===== src/rtl/rc4_pkg.sv =====
// Shared types, constants and helpers for the RC4 keystream engine.
// Used by rc4_core, rc4_keystream_cipher and the testbench; depends on nothing else.
package rc4_pkg;

    localparam int KEY_BYTES_MAX = 32;
    localparam int KEY_WORDS     = 4;
    localparam int CFG_DATA_W    = 64;
    localparam int CFG_IDX_W     = 3;
    localparam int KEY_LEN_W     = 6;
    localparam int KEY_IDX_W     = $clog2(KEY_BYTES_MAX);
    localparam int SBOX_DEPTH    = 256;
    localparam int SBOX_AW       = $clog2(SBOX_DEPTH);
    localparam int BYTE_W        = 8;

    localparam logic [KEY_LEN_W-1:0] KEY_LEN_RESET = KEY_LEN_W'(16);

    // Configuration register indexes.
    localparam logic [CFG_IDX_W-1:0] CFG_KEY_WORD_0 = CFG_IDX_W'(0);
    localparam logic [CFG_IDX_W-1:0] CFG_KEY_WORD_1 = CFG_IDX_W'(1);
    localparam logic [CFG_IDX_W-1:0] CFG_KEY_WORD_2 = CFG_IDX_W'(2);
    localparam logic [CFG_IDX_W-1:0] CFG_KEY_WORD_3 = CFG_IDX_W'(3);
    localparam logic [CFG_IDX_W-1:0] CFG_KEY_LENGTH = CFG_IDX_W'(4);

    // Opcodes and result kinds.
    localparam logic OP_SCHEDULE   = 1'b0;
    localparam logic OP_CRYPT      = 1'b1;
    localparam logic KIND_SCHEDULE = 1'b0;
    localparam logic KIND_CRYPT    = 1'b1;

    typedef struct packed {
        logic [KEY_BYTES_MAX-1:0][BYTE_W-1:0] key;
        logic [KEY_LEN_W-1:0]                 len_eff;
    } t_key_cfg;

    typedef struct packed {
        logic              start;
        logic              opcode;
        logic [BYTE_W-1:0] data;
    } t_core_req;

    typedef struct packed {
        logic              busy;
        logic              done;
        logic [BYTE_W-1:0] out_byte;
        logic              kind;
    } t_core_sts;

    // A zero length acts as one byte; lengths above the maximum saturate.
    function automatic logic [KEY_LEN_W-1:0] eff_key_len(input logic [KEY_LEN_W-1:0] len);
        logic [KEY_LEN_W-1:0] res;
        res = len;
        if (len == '0) begin
            res = KEY_LEN_W'(1);
        end else if (len > KEY_LEN_W'(KEY_BYTES_MAX)) begin
            res = KEY_LEN_W'(KEY_BYTES_MAX);
        end
        return res;
    endfunction

endpackage


===== src/rtl/rc4_ram.sv =====
// Generic single-port RAM with registered read data.
// Stand-alone; holds the permutation store of the RC4 engine.
module rc4_ram #(
    parameter int WIDTH = 8,
    parameter int DEPTH = 256
) (
    input  logic                     i_clk,
    input  logic                     i_we,
    input  logic                     i_re,
    input  logic [$clog2(DEPTH)-1:0] i_addr,
    input  logic [WIDTH-1:0]         i_wdata,
    output logic [WIDTH-1:0]         o_rdata
);

    logic [WIDTH-1:0] r_mem [DEPTH];
    logic [WIDTH-1:0] r_rdata;

    // Read data holds until the next read.
    always_ff @(posedge i_clk) begin
        if (i_we) begin
            r_mem[i_addr] <= i_wdata;
        end
        if (i_re) begin
            r_rdata <= r_mem[i_addr];
        end
    end

    assign o_rdata = r_rdata;

endmodule


===== src/rtl/rc4_core.sv =====
// Sequencer and datapath of the RC4 engine around one single-port permutation RAM.
// Depends on rc4_pkg and rc4_ram.
module rc4_core
    import rc4_pkg::*;
(
    input  logic      i_clk,
    input  logic      i_rst_n,
    input  t_core_req i_ctl,
    input  t_key_cfg  i_key,
    input  logic      i_out_free,
    output t_core_sts o_sts
);

    typedef enum logic [11:0] {
        S_IDLE   = 12'b0000_0000_0001,
        S_INIT   = 12'b0000_0000_0010,
        S_KS_RDI = 12'b0000_0000_0100,
        S_KS_RDJ = 12'b0000_0000_1000,
        S_KS_WRI = 12'b0000_0001_0000,
        S_KS_WRJ = 12'b0000_0010_0000,
        S_CR_RDX = 12'b0000_0100_0000,
        S_CR_RDY = 12'b0000_1000_0000,
        S_CR_WRX = 12'b0001_0000_0000,
        S_CR_WRY = 12'b0010_0000_0000,
        S_CR_RDS = 12'b0100_0000_0000,
        S_DONE   = 12'b1000_0000_0000
    } t_state;

    t_state r_state, n_state;

    // r_yb is the second index before the entry at r_x is added in; the add
    // happens when the next crypt beat reads that entry anyway.
    logic [SBOX_AW-1:0]   r_x, n_x;
    logic [SBOX_AW-1:0]   r_yb, n_yb;
    logic [SBOX_AW-1:0]   r_y, n_y;
    logic [SBOX_AW-1:0]   r_i, n_i;
    logic [SBOX_AW-1:0]   r_j, n_j;
    logic [KEY_IDX_W-1:0] r_k, n_k;
    logic [BYTE_W-1:0]    r_sx, n_sx;
    logic [BYTE_W-1:0]    r_sy, n_sy;
    logic [BYTE_W-1:0]    r_data, n_data;
    logic                 r_kind, n_kind;

    logic                 ram_we;
    logic                 ram_re;
    logic [SBOX_AW-1:0]   ram_addr;
    logic [BYTE_W-1:0]    ram_wdata;
    logic [BYTE_W-1:0]    ram_rdata;

    rc4_ram #(
        .WIDTH(BYTE_W),
        .DEPTH(SBOX_DEPTH)
    ) u_sbox (
        .i_clk  (i_clk),
        .i_we   (ram_we),
        .i_re   (ram_re),
        .i_addr (ram_addr),
        .i_wdata(ram_wdata),
        .o_rdata(ram_rdata)
    );

    always_comb begin
        n_state   = r_state;
        n_x       = r_x;
        n_yb      = r_yb;
        n_y       = r_y;
        n_i       = r_i;
        n_j       = r_j;
        n_k       = r_k;
        n_sx      = r_sx;
        n_sy      = r_sy;
        n_data    = r_data;
        n_kind    = r_kind;
        ram_we    = 1'b0;
        ram_re    = 1'b0;
        ram_addr  = r_i;
        ram_wdata = r_i;

        case (r_state)
            S_IDLE: begin
                if (i_ctl.start) begin
                    n_data = i_ctl.data;
                    if (i_ctl.opcode == OP_SCHEDULE) begin
                        n_kind  = KIND_SCHEDULE;
                        n_i     = '0;
                        n_state = S_INIT;
                    end else begin
                        n_kind  = KIND_CRYPT;
                        n_state = S_CR_RDX;
                    end
                end
            end
            S_INIT: begin
                ram_we    = 1'b1;
                ram_addr  = r_i;
                ram_wdata = r_i;
                n_i       = r_i + SBOX_AW'(1);
                if (r_i == SBOX_AW'(SBOX_DEPTH - 1)) begin
                    n_j     = '0;
                    n_k     = '0;
                    n_state = S_KS_RDI;
                end
            end
            S_KS_RDI: begin
                ram_re   = 1'b1;
                ram_addr = r_i;
                n_state  = S_KS_RDJ;
            end
            S_KS_RDJ: begin
                n_sx     = ram_rdata;
                n_j      = r_j + ram_rdata + i_key.key[r_k];
                ram_re   = 1'b1;
                ram_addr = n_j;
                n_state  = S_KS_WRI;
            end
            S_KS_WRI: begin
                ram_we    = 1'b1;
                ram_addr  = r_i;
                ram_wdata = ram_rdata;
                n_state   = S_KS_WRJ;
            end
            S_KS_WRJ: begin
                ram_we    = 1'b1;
                ram_addr  = r_j;
                ram_wdata = r_sx;
                n_i       = r_i + SBOX_AW'(1);
                if (KEY_LEN_W'(r_k) + KEY_LEN_W'(1) == i_key.len_eff) begin
                    n_k = '0;
                end else begin
                    n_k = r_k + KEY_IDX_W'(1);
                end
                if (r_i == SBOX_AW'(SBOX_DEPTH - 1)) begin
                    n_x     = SBOX_AW'(1);
                    n_yb    = '0;
                    n_state = S_DONE;
                end else begin
                    n_state = S_KS_RDI;
                end
            end
            S_CR_RDX: begin
                ram_re   = 1'b1;
                ram_addr = r_x;
                n_state  = S_CR_RDY;
            end
            S_CR_RDY: begin
                n_sx     = ram_rdata;
                n_y      = r_yb + ram_rdata;
                ram_re   = 1'b1;
                ram_addr = n_y;
                n_state  = S_CR_WRX;
            end
            S_CR_WRX: begin
                n_sy      = ram_rdata;
                ram_we    = 1'b1;
                ram_addr  = r_x;
                ram_wdata = ram_rdata;
                n_state   = S_CR_WRY;
            end
            S_CR_WRY: begin
                ram_we    = 1'b1;
                ram_addr  = r_y;
                ram_wdata = r_sx;
                n_state   = S_CR_RDS;
            end
            S_CR_RDS: begin
                ram_re   = 1'b1;
                ram_addr = r_sx + r_sy;
                n_x      = r_x + SBOX_AW'(1);
                n_yb     = r_y;
                n_state  = S_DONE;
            end
            S_DONE: begin
                if (i_out_free) begin
                    n_state = S_IDLE;
                end
            end
            default: begin
                n_state = S_IDLE;
            end
        endcase
    end

    always_ff @(posedge i_clk) begin
        if (!i_rst_n) begin
            r_state <= S_IDLE;
            r_x     <= '0;
            r_yb    <= '0;
        end else begin
            r_state <= n_state;
            r_x     <= n_x;
            r_yb    <= n_yb;
        end
    end

    always_ff @(posedge i_clk) begin
        r_y    <= n_y;
        r_i    <= n_i;
        r_j    <= n_j;
        r_k    <= n_k;
        r_sx   <= n_sx;
        r_sy   <= n_sy;
        r_data <= n_data;
        r_kind <= n_kind;
    end

    always_comb begin
        o_sts.busy     = (r_state != S_IDLE);
        o_sts.done     = (r_state == S_DONE);
        o_sts.kind     = r_kind;
        o_sts.out_byte = (r_kind == KIND_CRYPT) ? (r_data ^ ram_rdata) : '0;
    end

endmodule


===== src/rtl/rc4_keystream_cipher.sv =====
// RC4 keystream engine, top level. A crypt beat swaps S[x] and S[y] and reads
// S[S[x]+S[y]]; a key schedule beat makes 256 identity writes, then swaps S[i] and
// S[j] in each of 256 steps, all on the one single-port RAM port. One beat is worked
// at a time; the next is taken the cycle after the result is registered. Synchronous
// active-low reset clears the crypt indices x and yb, the key registers (length 16)
// and control; the permutation RAM is not cleared and is undefined until scheduled.
module rc4_keystream_cipher
    import rc4_pkg::*;
(
    input  logic                  i_clk,
    input  logic                  i_rst_n,
    input  logic                  i_in_valid,
    output logic                  o_in_stall,
    input  logic                  i_opcode,
    input  logic [BYTE_W-1:0]     i_data_byte,
    output logic                  o_out_valid,
    input  logic                  i_out_stall,
    output logic [BYTE_W-1:0]     o_out_byte,
    output logic                  o_result_kind,
    input  logic                  i_cfg_we,
    input  logic [CFG_IDX_W-1:0]  i_cfg_index,
    input  logic [CFG_DATA_W-1:0] i_cfg_data
);

    logic [KEY_WORDS-1:0][CFG_DATA_W-1:0] r_key_word;
    logic [KEY_LEN_W-1:0]                 r_key_length;
    logic                                 r_out_valid;
    logic [BYTE_W-1:0]                    r_out_byte;
    logic                                 r_result_kind;

    t_core_req core_req;
    t_core_sts core_sts;
    t_key_cfg  key_cfg;
    logic      out_free;
    logic      in_accept;

    always_ff @(posedge i_clk) begin
        if (!i_rst_n) begin
            r_key_word   <= '0;
            r_key_length <= KEY_LEN_RESET;
        end else if (i_cfg_we) begin
            case (i_cfg_index)
                CFG_KEY_WORD_0: r_key_word[0] <= i_cfg_data;
                CFG_KEY_WORD_1: r_key_word[1] <= i_cfg_data;
                CFG_KEY_WORD_2: r_key_word[2] <= i_cfg_data;
                CFG_KEY_WORD_3: r_key_word[3] <= i_cfg_data;
                CFG_KEY_LENGTH: r_key_length  <= i_cfg_data[KEY_LEN_W-1:0];
                default: begin
                end
            endcase
        end
    end

    // Word 0 sits in the low bits, so key byte n is element n of the flat array.
    assign key_cfg.key     = r_key_word;
    assign key_cfg.len_eff = eff_key_len(r_key_length);

    assign in_accept       = i_in_valid && !core_sts.busy;
    assign core_req.start  = in_accept;
    assign core_req.opcode = i_opcode;
    assign core_req.data   = i_data_byte;
    assign out_free        = !r_out_valid || !i_out_stall;

    rc4_core u_core (
        .i_clk     (i_clk),
        .i_rst_n   (i_rst_n),
        .i_ctl     (core_req),
        .i_key     (key_cfg),
        .i_out_free(out_free),
        .o_sts     (core_sts)
    );

    always_ff @(posedge i_clk) begin
        if (!i_rst_n) begin
            r_out_valid <= 1'b0;
        end else if (core_sts.done && out_free) begin
            r_out_valid <= 1'b1;
        end else if (!i_out_stall) begin
            r_out_valid <= 1'b0;
        end
    end

    always_ff @(posedge i_clk) begin
        if (core_sts.done && out_free) begin
            r_out_byte    <= core_sts.out_byte;
            r_result_kind <= core_sts.kind;
        end
    end

    assign o_in_stall    = core_sts.busy;
    assign o_out_valid   = r_out_valid;
    assign o_out_byte    = r_out_byte;
    assign o_result_kind = r_result_kind;

    // An accepted beat keeps the input side stalled while it is worked.
    a_busy_after_accept: assert property (@(posedge i_clk) disable iff (!i_rst_n)
        in_accept |=> o_in_stall)
        else $error("input not stalled after an accepted beat");

    // A finished item that finds the output free is shown in the next cycle.
    a_result_loaded: assert property (@(posedge i_clk) disable iff (!i_rst_n)
        (core_sts.done && out_free) |=> o_out_valid)
        else $error("finished item not registered at the output");

    // Schedule results carry a zero byte.
    a_schedule_zero: assert property (@(posedge i_clk) disable iff (!i_rst_n)
        (o_out_valid && (o_result_kind == KIND_SCHEDULE)) |-> (o_out_byte == '0))
        else $error("schedule result with a nonzero byte");

endmodule


===== config.mk =====
export PLATFORM = sky130hd
export DESIGN_NAME = rc4_keystream_cipher
export DESIGN_NICKNAME = d
export VERILOG_FILES = /design/src/rtl/rc4_pkg.sv /design/src/rtl/rc4_ram.sv /design/src/rtl/rc4_core.sv /design/src/rtl/rc4_keystream_cipher.sv
export SDC_FILE = /design/constraint.sdc
export NUM_CORES = 2
export LEC_CHECK = 0
export BUFFER_PORTS_ARGS = -buffer_cell sky130_fd_sc_hd__buf_2
export CORE_MARGIN = 2
export CORE_UTILIZATION = 50
export DETAILED_ROUTE_END_ITERATION = 16
export PLACE_DENSITY = 0.62
export SLEW_MARGIN = 25
export SYNTH_ARGS = -nofsm -noshare
export SYNTH_HDL_FRONTEND = slang
export SYNTH_SLANG_ARGS = --single-unit

===== constraint.sdc =====
create_clock -name i_clk -period 15.4 [get_ports i_clk]
set_clock_uncertainty 0.05 [all_clocks]
set_input_delay 2.31 -clock i_clk [delete_from_list [all_inputs] [get_ports i_clk]]
set_output_delay 2.31 -clock i_clk [all_outputs]
set_load 0.05 [all_outputs]

==> key figures <==
Critical path
  – Crit path max-delay family: buffers and inverters
  – Crit path buf inv count: 4
  – Crit-path most repeated cell: buf_4
  – CP startpoint kind: flop
  – Worst EP arrival: 9.57 ns
  – Crit-path max cell delay: 0.83 ns
  – WP data required: 15.93 ns
  – Reg-to-reg startpoint: u_core.r_k[0]
  – Critical path cell sequence: buf_4, buf_4, mux4_2, mux4_2, mux2_2, fa_1, ha_1, nand3_1, o22a_1, o2111ai_4, and2_4, buf_12, buf_4, mux2i_1, a221oi_1, nor4_1, o22ai_1, nor4_1, nand4_1
  – CP startpoint: u_core.r_k[0]
  – CP Capture Type: flop
  – Critical path class: flop to flop
  – Slowest cell on crit path: nor4_1
  – Max FO, Critical Path: 137

Synth
  – Most area-consuming cells after synthesis: edfxtp_1, nand2_1, dfxtp_1
  – Mapped Nets: 8037
  – Top-area cell type share of the netlist area: 64.6%
  – Post-synth EDFFs: 2119
  – Most frequent cell after synthesis: nand2_1
  – Yosys warns: 0
  – Ys async rst share: 0%
  – Yosys reg bits: 2410
  – Count of unique library cells instantiated by Yosys: 78
  – Commonest cells post-synth: nand2_1, edfxtp_1, nand3_1, nor2_1, dfxtp_1
  – Prevailing post-synth register cell: edfxtp_1
  – Synth area leader: edfxtp_1
  – Syn Inst Count: 7923
  – Cell Area, Synth: 0.0986 sq mm
  – Synth Area per Inst: 12.4 sq um
  – Post-synthesis sequential area ratio: 70.5%

Floorplanning
  – Initial cell density of the core: 50.4%
  – Chip height: 448 um
  – Die area: 0.201 sq mm
  – Site Rows: 162
  – Top-level port count: 92
  – Die width: 448 um
  – Core Box Area: 0.195 sq mm

Clock network
  – Root Buffer Master: clkbuf_16
  – CTS Sinks: 2410
  – Clk pin slew, worst setup/hold paths: 0.06 ns
  – H-tree Lvls: 4
  – Skew-Pair Late Insertion Delay: 0.89 ns
  – CTS-repair resized insts: 0
  – # Post-CTS Setup Buffers: 0
  – Max Buffers Root-to-Sink: 3
  – CTS Hold Bufs: 0
  – Number of CTS-inserted buffers: 237
  – TritonCTS clock tree: built

Finish
  – Area of the multi-input gates: 0.0267 sq mm
  – Reg area: 0.0695 sq mm
  – Cell area after layout: 0.109 sq mm
  – P&R area growth vs syn: 10.5%
  – Layout cell share with drive strength beyond 1: 8.78%
  – # fillers: 16033
  – Final net count: 7918

Detailed routing
  – Routed length per instance: 26.9 um
  – Via count: 65427
  – DRT iter0 DRCs: 9330
  – Vias/cell: 6.15
  – Routed Antenna Nets: 0
  – Router iterations before antenna repair: 8
  – Total wire length: 286000 um
  – DRC: 0

Hold path
  – Hold path start: key_cfg[215]
  – Worst min-delay path category: flop to flop

GRT
  – First-pass GRT wire length: 422000 um
  – Vias in the first global route: 61395
  – Largest net degree at the start of global routing: 212
  – Initial antenna violation count: 14
  – Grt total ovfl: 0
  – GRT Util Overall: 28.3%

Run
  – MaxCap Viol Count: 0

STA
  – Setup TNS after final layout: 0 ns
  – Worst-margin pin slew: 1.29 ns
  – Pins Over Slew Limit: 0
  – Final worst slack: 6.36 ns
  – Relative max-transition margin: 13.4%
  – Final Setup Violations: 0
  – Final hold vios: 0
  – Maximum clock rate: 111 MHz
  – Tmin final: 9.04 ns
  – RSZ-0062 raised after global routing: no
  – Period Utilization, post-route: 58.7%

Pwr
  – Peak supply drop: 0.134 mV
  – Cell leakage power: 36.1 nW
  – Pwr dens: 136 mW/mm^2

Placed design
  – Setup slack at placement: 6.51 ns
  – GPL Wtd Cong: 0.866
  – Port bufs: 91
  – Final HPWL DP: 164000 um
  – Dpl cell area: 0.101 sq mm

Status
  – Run status: finished, final reports clean
## per-stage QoR
step           instances  utilization, %  hold slack (ns)  power [mW]
6_report           10633            55.7            0.412        14.8
5_1_grt            10628            55.7            0.431        15.2
4_1_cts            10625            55.7            0.416        14.8
3_5_place_dp       10187            51.8            0.407        9.18
3_3_place_gp       10186            51.7            0.397        9.16
2_1_floorplan       7923               -            0.390        8.55
## sequential cells by signal, summed over array words and instances (netlist names)
name,count
u_core.r_sx,8
key_cfg,256
u_core.r_k,5
u_core.u_sbox.r_mem,2048
u_core.r_data,8
u_core.r_x,8
u_core.r_kind,1
u_core.r_sy,8
r_key_length,6
o_out_valid,1
u_core.r_y,8
u_core.r_state,12
u_core.r_i,8
o_result_kind,1
o_out_byte,8
u_core.u_sbox.o_rdata,8
u_core.r_yb,8
u_core.r_j,8
## layout by cell type, fill, tap and decap left out, types with 90 or more instances in the layout
cell type / netlist / layout
a211oi_1: 127 / 127
a21boi_0: 264 / 264
a21oi_1: 202 / 201
a311oi_1: 116 / 116
a31oi_1: 218 / 215
and3_1: 134 / 133
buf_2: 208 / 90
buf_4: 26 / 110
clkbuf_16: 0 / 244
dfxtp_1: 291 / 291
edfxtp_1: 2119 / 2119
nand2_1: 2190 / 2169
nand3_1: 725 / 724
nor2_1: 311 / 309
## metal layers
metal | global-route usage (%) | vias to the layer above | wire length, um
met5 | 0 | - | 15
met4 | 8.95 | 4 | 8990
met2 | 42.4 | 3342 | 129000
li1 | - | 28790 | -
met3 | 5.11 | 481 | 28500
met1 | 42.0 | 32810 | 120000
## cell families (layout without fill, tap and decap cells)
kind of cell,Yosys count,after routing,share of synthesized area (%)
xor+xnor,50,50,0.458
other cells,0,6,0
simple gates,3528,3528,15.2
flops,2410,2410,70.5
mux,160,160,2.62
compound gates,1141,1141,8.04
buf+inv,601,681,2.70
fa+ha+maj,33,33,0.495
## worst register-to-register path, cell delays in order (launching register included)
cell	delay (ns)
edfxtp_1	0.33
buf_4	0.47
buf_4	0.78
mux4_2	0.65
mux4_2	0.48
mux2_2	0.31
fa_1	0.41
ha_1	0.33
nand3_1	0.08
o22a_1	0.25
o2111ai_4	0.12
and2_4	0.54
buf_12	0.56
buf_4	0.91
mux2i_1	0.31
a221oi_1	0.14
nor4_1	0.83
o22ai_1	0.20
nor4_1	0.83
nand4_1	0.16
## area by class of cell
type / instances / area share, %
multi-input combinational: 4912 / 24.5
antenna: 6 / 0.0138
tap: 2624 / 3.01
clock inverter: 130 / 1.08
timing repair buffer: 225 / 1.60
inverter: 18 / 0.0620
sequential: 2410 / 63.8
clock buffer: 308 / 5.90
## report_power, final
group,internal [mW],leakage [nW],total (mW),switching [mW]
clock network,3.23,3.73,5.72,2.49
registers,7.23,21.4,7.26,0.0268
logic,0.441,10.9,1.82,1.38
total,10.9,36.1,14.8,3.90
## worst paths after layout
check | end | slack, ns | cells after the start
setup / recovery | u_core.u_sbox.o_rdata[1] | 6.36 | 19
hold / removal | key_cfg[215] | 0.41 | 2
setup reg to reg | u_core.u_sbox.o_rdata[1] | 6.36 | 19
hold reg to reg | key_cfg[215] | 0.41 | 2
Note: power is estimated with default switching activity, not from simulation.
